$ cat config.mk
export PLATFORM = sky130hd
export DESIGN_NAME = ahsd_front
export DESIGN_NICKNAME = d
export VERILOG_FILES = /design/src/design/assert_macros.svh /design/src/design/ahsd_pkg.sv /design/src/design/ahsd_front.sv
export SDC_FILE = /design/constraint.sdc
export NUM_CORES = 1
export LEC_CHECK = 0
export BUFFER_PORTS_ARGS = -buffer_cell sky130_fd_sc_hd__buf_2
export CAP_MARGIN = 20
export CORE_ASPECT_RATIO = 1.4
export CORE_MARGIN = 8
export CORE_UTILIZATION = 41
export DETAILED_ROUTE_END_ITERATION = 10
export GPL_TIMING_DRIVEN = 0
export PLACE_DENSITY_LB_ADDON = 0.1
export SETUP_SLACK_MARGIN = 0.5
export SLEW_MARGIN = 20
export SYNTH_ARGS = -nofsm -noshare
export SYNTH_HDL_FRONTEND = slang
export SYNTH_SLANG_ARGS = --single-unit
$ cat constraint.sdc
create_clock -name clock -period 8.8 [get_ports clock]
set_input_delay 1.76 -clock clock [delete_from_list [all_inputs] [get_ports clock]]
set_output_delay 1.76 -clock clock [all_outputs]
set_load 0.1 [all_outputs]
$ cat src/design/assert_macros.svh
// Assertion helpers used by ahsd_back.
`ifndef ASSERT_MACROS_SVH
`define ASSERT_MACROS_SVH

// Check an implication on every rising clock edge outside reset.
`define ASSERT_IMPL(label, clk, rst, ante, cons) \
   label: assert property (@(posedge clk) disable iff (rst) (ante) |-> (cons)) \
      else $error("assertion failed");

// Check that the consequent holds in the cycle after the antecedent, outside reset.
`define ASSERT_NEXT(label, clk, rst, ante, cons) \
   label: assert property (@(posedge clk) disable iff (rst) (ante) |=> (cons)) \
      else $error("assertion failed");

`endif

$ cat src/design/ahsd_pkg.sv
package ahsd_pkg;
   localparam int unsigned SmpW   = 16;
   localparam int unsigned DiffW  = 18;
   localparam int unsigned SqW    = 38;
   localparam int unsigned CordW  = 30;

   localparam logic [2:0] RegWindow    = 3'd0;
   localparam logic [2:0] RegWeight    = 3'd1;
   localparam logic [2:0] RegMotionThr = 3'd2;
   localparam logic [2:0] RegRemoteThr = 3'd3;
   localparam logic [2:0] RegRemap     = 3'd4;

   typedef logic signed [SmpW-1:0] smp_type;

   typedef struct packed {
      logic    clear;
      smp_type rx, ry, rz, mx, my, mz;
   } job_type;

   typedef struct packed {
      logic        left_shake;
      logic [15:0] left_direction;
      logic        right_shake;
      logic [15:0] right_direction;
   } result_type;

   function automatic logic [15:0] atan_lookup(input logic [3:0] i);
      logic [15:0] r;
      unique case (i)
         4'd0: r = 16'd8192;   4'd1: r = 16'd4836;  4'd2: r = 16'd2555;
         4'd3: r = 16'd1297;   4'd4: r = 16'd651;   4'd5: r = 16'd326;
         4'd6: r = 16'd163;    4'd7: r = 16'd81;    4'd8: r = 16'd41;
         4'd9: r = 16'd20;     4'd10: r = 16'd10;   4'd11: r = 16'd5;
         4'd12: r = 16'd3;     4'd13: r = 16'd1;    4'd14: r = 16'd1;
         default: r = 16'd0;
      endcase
      return r;
   endfunction
endpackage

$ cat src/design/ahsd_front.sv
module ahsd_front import ahsd_pkg::*; #(
   parameter int unsigned QueueDepth = 2
) (
   input  logic    clock,
   input  logic    reset,
   input  logic    in_valid,
   output logic    in_ready,
   input  job_type in_job,
   output logic    out_valid,
   input  logic    out_ready,
   output job_type out_job
);
   localparam int unsigned PtrW = (QueueDepth > 1) ? $clog2(QueueDepth) : 1;

   job_type          slots_ff [QueueDepth];
   logic [PtrW-1:0]  wr_ff, wr_in, rd_ff, rd_in;
   logic [PtrW:0]    cnt_ff, cnt_in;
   logic             push, pop;

   assign in_ready  = (cnt_ff != (PtrW+1)'(QueueDepth));
   assign out_valid = (cnt_ff != '0);
   assign out_job   = slots_ff[rd_ff];
   assign push      = in_valid && in_ready;
   assign pop       = out_valid && out_ready;

   always_comb begin
      wr_in  = wr_ff;
      rd_in  = rd_ff;
      cnt_in = cnt_ff;
      if (push) wr_in = (wr_ff == PtrW'(QueueDepth-1)) ? '0 : wr_ff + 1'b1;
      if (pop)  rd_in = (rd_ff == PtrW'(QueueDepth-1)) ? '0 : rd_ff + 1'b1;
      if (push && !pop) cnt_in = cnt_ff + 1'b1;
      else if (pop && !push) cnt_in = cnt_ff - 1'b1;
   end

   always_ff @(posedge clock) begin
      if (reset) begin
         wr_ff  <= '0;
         rd_ff  <= '0;
         cnt_ff <= '0;
      end else begin
         wr_ff  <= wr_in;
         rd_ff  <= rd_in;
         cnt_ff <= cnt_in;
      end
      if (push) slots_ff[wr_ff] <= in_job;
   end
endmodule

# Word level (Yosys, flattened, before mapping)
# Memory sizes are Yosys's and may differ from the RTL's. A register that Yosys moved wholly into a read port is not among the register bits.
# Cells that the tools add are included.
[classes] n_addsub=4 eq_ne=1 n_mux=8 n_reduce_logical=8
[op_table] cell="$mux W1" count=6
[op_table] cell="$logic_and A1 B1 Y1" count=4
[op_table] cell="$mux W2" count=2
[op_table] cell="$reduce_bool A2 Y1" count=2
[op_table] cell="$add A1 B1 Y1 const B" count=2
[op_table] cell="$add A2 B1 Y2 const B" count=1
[op_table] cell="$logic_not A1 Y1" count=2
[op_table] cell="$ne A2 B2 Y1 const B" count=1
[op_table] cell="$sub A2 B1 Y2 const B" count=1
[word_totals] regBits=4 ram_bits=194 input_bits=101 elab_cells=25 mem_count=1
[memory_table] name="slots_ff" words=2 width=97 read_ports=1 rd_ports_with_merged_regs=1 write_ports=1 line_no="ahsd_front.sv:15" rtl="job_type slots_ff [QueueDepth];"

# Logic depth before layout (Yosys ltp)
[depth] ltp_word=6 mapped_depth=6 mapped_depth_nobuf=6

# Worst setup path after synthesis
# No wires, ideal clock.
[synth_path] path_kind="in2reg" start="input in_valid" end="memory slots_ff[1][0] (netlist bit), enable pin" t_arrival_ps=4058 required_ps=8333 setup_slack_ps=4275 path_stages=1 path_buffers=0 path_cell_list="and3_1"
[synth_via] elab_chain_cells=3
[synth_rtl] item="start, declared" line_no="ahsd_front.sv:6" rtl="input logic in_valid,"
[synth_rtl] item="$logic_and A1 B1 Y1" line_no="ahsd_front.sv:23" rtl="assign push = in_valid && in_ready;"
[synth_rtl] item="$mux W1" line_no="ahsd_front.sv:46" rtl="if (push) slots_ff[wr_ff] <= in_job;"
[synth_rtl] item="$mux W1 (not written as such)" line_no="ahsd_front.sv:46"
[synth_rtl] item="end, declared" line_no="ahsd_front.sv:15"
# No other way between the ends.

==> impl_metrics.sql <==
INSERT INTO impl_metrics (metric_group, metric, value, unit) VALUES
('outcome', 'run_status', 'complete, no violations', ''),
('layout', 'multi_input_comb_area', '1330', 'µm²'),
('layout', 'seq_area', '5930', 'µm²'),
('die', 'die_height', '174', 'µm'),
('setup_path', 'timing.reg2reg.setup_slack', '6760', 'ps'),
('synthesis', 'ys_ff_latch', '199', ''),
('setup_path', 'setup.worst_path.start_class', 'register', ''),
('die', 'floorplan.core_area', '17800', 'µm²'),
('detailed_routing', 'drt-wirelength-per-cell', '18.4', 'µm'),
('layout', 'layout.nets', '648', ''),
('clock_network', 'max-clock-path-buffers', '2', ''),
('sta', 'grt_setup_unrepaired', 'no', ''),
('setup_path', 'crit-reg2reg-capture', 'slots_ff[1][32]$_DFFE_PP_', ''),
('detailed_routing', 'vias_per_cell', '4.58', ''),
('setup_path', 'worstRegToRegCells', '3', ''),
('synthesis', 'synth.yosys.seq_area_share', '80.7', '%'),
('synthesis', 'synth_top_area_share', '79.4', '%'),
('placed_design', 'gpl.final_weighted_congestion', '0.693', ''),
('sta', 'timing.final.setup_violations', '0', ''),
('detailed_routing', 'wirelength', '14.7', 'mm'),
('sta', 'fin_crit_sh', '41.3', '%'),
('clock_network', 'cts_inserted_buffers', '17', ''),
('grt', 'initial_antenna_violation_count', '3', ''),
('sta', 'maxSlewViolCount', '0', ''),
('synthesis', 'synth_ff_type', 'edfxtp_1', ''),
('setup_path', 'kind_of_end_point_of_the_critical_path', 'output port', ''),
('sta', 'timing.final.crit_period', '3630', 'ps'),
('placed_design', 'place_hpwl', '10.2', 'mm'),
('die', 'die-area', '22500', 'µm²'),
('grt', 'overflow', '0', ''),
('clock_network', 'tritoncts_clock_tree', 'done', ''),
('die', 'start_util', '41.3', '%'),
('min_path', 'hold_end', 'rd_ff$_SDFFE_PP0P_', ''),
('sta', 'hold_viol', '0', ''),
('grt', 'grt_usage', '13.4', '%'),
('synthesis', 'syn_area', '7340', 'µm²'),
('die', 'core.rowCount', '58', ''),
('min_path', 'worstHoldPathType', 'register to register', ''),
('synthesis', 'synth.distinct_cells', '19', ''),
('synthesis', 'synth.top_cells.by_count', '194 x edfxtp_1, 67 x mux2_2, 30 x mux2_4', ''),
('sta', 'timing.fmax', '275', 'MHz'),
('min_path', 'worst_hold_startpoint', 'rd_ff$_SDFFE_PP0P_', ''),
('placed_design', 'port-buffer-count', '199', ''),
('clock_network', 'clkSlewWorstSetupHoldPaths', '60', 'ps'),
('synthesis', 'postSynthAreaPerCell', '22.5', 'µm²'),
('detailed_routing', 'first_iter_violations', '223', ''),
('clock_network', 'cts_max_level', '4', ''),
('sta', 'finalSetupTns', '0', 'ps'),
('grt', 'first_global_vias', '4079', ''),
('setup_path', 'crit_required', '7040', 'ps'),
('layout', 'syn2layout_area_growth', '26.8', '%'),
('detailed_routing', 'detailedRoute.firstPassIterationCount', '4', ''),
('clock_network', 'ctsHoldBuffers', '0', ''),
('run', 'drv_cap', '0', ''),
('sta', 'clk_skew', '6.92', 'ps'),
('synthesis', 'synth_largest_area_cell', 'edfxtp_1', ''),
('synthesis', 'syn_nets', '428', ''),
('synthesis', 'netlist_instances', '326', ''),
('synthesis', 'synth_edf_count', '194', ''),
('sta', 'maxSlewHeadroom', '51.8', '%'),
('setup_path', 'criticalPathCategory', 'register to output port', ''),
('setup_path', 'worst-endpoint-arrival', '1870', 'ps'),
('clock_network', 'cts_post_setup_buffers_inserted', '0', ''),
('clock_network', 'root_buffer_cell', 'clkbuf_16', ''),
('layout', 'post_route_cells_drive_above_1_share', '61.1', '%'),
('synthesis', 'synth.area.top_cells', 'edfxtp_1 79%, mux2_2 10%, mux2_4 6.1%', ''),
('clock_network', 'clock_insertion_delay_worst_skew', '420', 'ps'),
('grt', 'grt_first_pass_wirelength', '22.3', 'mm'),
('layout', 'final.fill_count', '1472', ''),
('detailed_routing', 'drtAntennaViolNets', '0', ''),
('synthesis', 'cell_with_the_most_instances_after_synthesis', 'edfxtp_1', ''),
('detailed_routing', 'route.detailed.drc', '0', ''),
('synthesis', 'synthesis_warning_total', '0', ''),
('die', 'die-width', '129', 'µm'),
('detailed_routing', 'routed-via-count', '3660', ''),
('sta', 'max_slew.worst_pin.slew', '723', 'ps'),
('min_path', 'min_path_cells', '2', ''),
('clock_network', 'cts_sinks', '199', ''),
('grt', 'maximum_number_of_pins_on_one_net_before_global_route_repair', '63', ''),
('synthesis', 'asyncSetResetFlopFracSynth', '0', '%'),
('clock_network', 'cts_resized', '0', ''),
('setup_path', 'timing.rr.start', 'cnt_ff[0]$_SDFFE_PP0P_', ''),
('setup_path', 'critical_path_peak_fanout', '10', ''),
('die', 'io-pin-count', '200', '');
[final cells by class]
class | count | area share [%]
antenna | 1 | 0.0269
buffer | 11 | 0.927
clock buffer | 19 | 4.65
clock inverter | 12 | 1.87
inverter | 1 | 0.0941
multi-input combinational | 115 | 14.3
sequential | 199 | 63.6
tap | 240 | 3.23
timing repair buffer | 201 | 11.3
[stage by stage]
step	cells	utilization (%)	area [µm²]	setup WS (ps)	hold slack, ps
after floorplan	326	-	7340	4270	471
after global placement	765	48.6	8640	2830	486
after detailed placement	767	48.9	8700	5520	490
after CTS	798	52.4	9310	5130	511
after global routing	799	52.4	9310	5070	538
final	799	52.4	9310	5170	509
[routing by layer]
metal,vias up,global-route usage (%),share of wire (%)
met3,22,5.31,7.5
li1,1733,-,-
met1,1789,13.5,36
met5,-,0,0.18
met4,4,5.80,1.9
met2,112,23.8,54
[kinds of logic (layout without fill, tap and decap cells)]
family | count (synthesis) | count (layout) | synth area share (%)
other | 0 | 1 | 0
and+or+nand+nor | 9 | 9 | 0.682
muxes | 97 | 97 | 16.4
adders and majority gates | 1 | 1 | 0.170
xor gates and xnor gates | 3 | 3 | 0.358
DFF | 199 | 199 | 80.7
buffers and inverters | 12 | 244 | 1.23
AOI/OAI and AO/OA | 5 | 5 | 0.409
[sequential cells by signal, summed over array words and instances (netlist names), named ones only]
| register | flops |
|---|---|
| rd_ff | 1 |
| cnt_ff | 2 |
| slots_ff | 194 |
| wr_ff | 1 |
[placed cells by master, fill, tap and decap left out]
cell and n:
buf_2 205, edfxtp_1 194, mux2_2 67, mux2_4 30
clkbuf_16 17, buf_6 5, dfxtp_1 5, inv_6 4
bufinv_16 4, xor2_1 3, nor2_1 3, clkinv_2 3
o21ai_0 2, a21oi_1 2, clkbuf_1 2, buf_16 2
diode_2 1, nand2b_1 1, and2_1 1, or2_2 1
and3_4 1, nand3b_1 1, a21bo_2 1, or3_1 1
ha_1 1, clkinv_1 1, clkinv_4 1
[worst max-delay path by stage]
| stage | endpoint | slack, ps |
|---|---|---|
| floorplan | slots_ff[1][0]$_DFFE_PP_ | 4270 |
| global placement | slots_ff[1][49]$_DFFE_PP_ | 2830 |
| detailed placement | slots_ff[1][49]$_DFFE_PP_ | 5520 |
| CTS | out_job[59] | 5130 |
| global route | out_job[73] | 5070 |
| finish | out_job[57] | 5170 |
[critical path, cell delays in order (launching register included)]
cell and delay (ps):
dfxtp_1 320, buf_6 140, buf_6 170, buf_6 200, mux2_4 320, buf_2 290
Power is left out: the tool's default activity adds up to more than one toggle a clock period on the data nets, which glitch-free logic cannot reach.
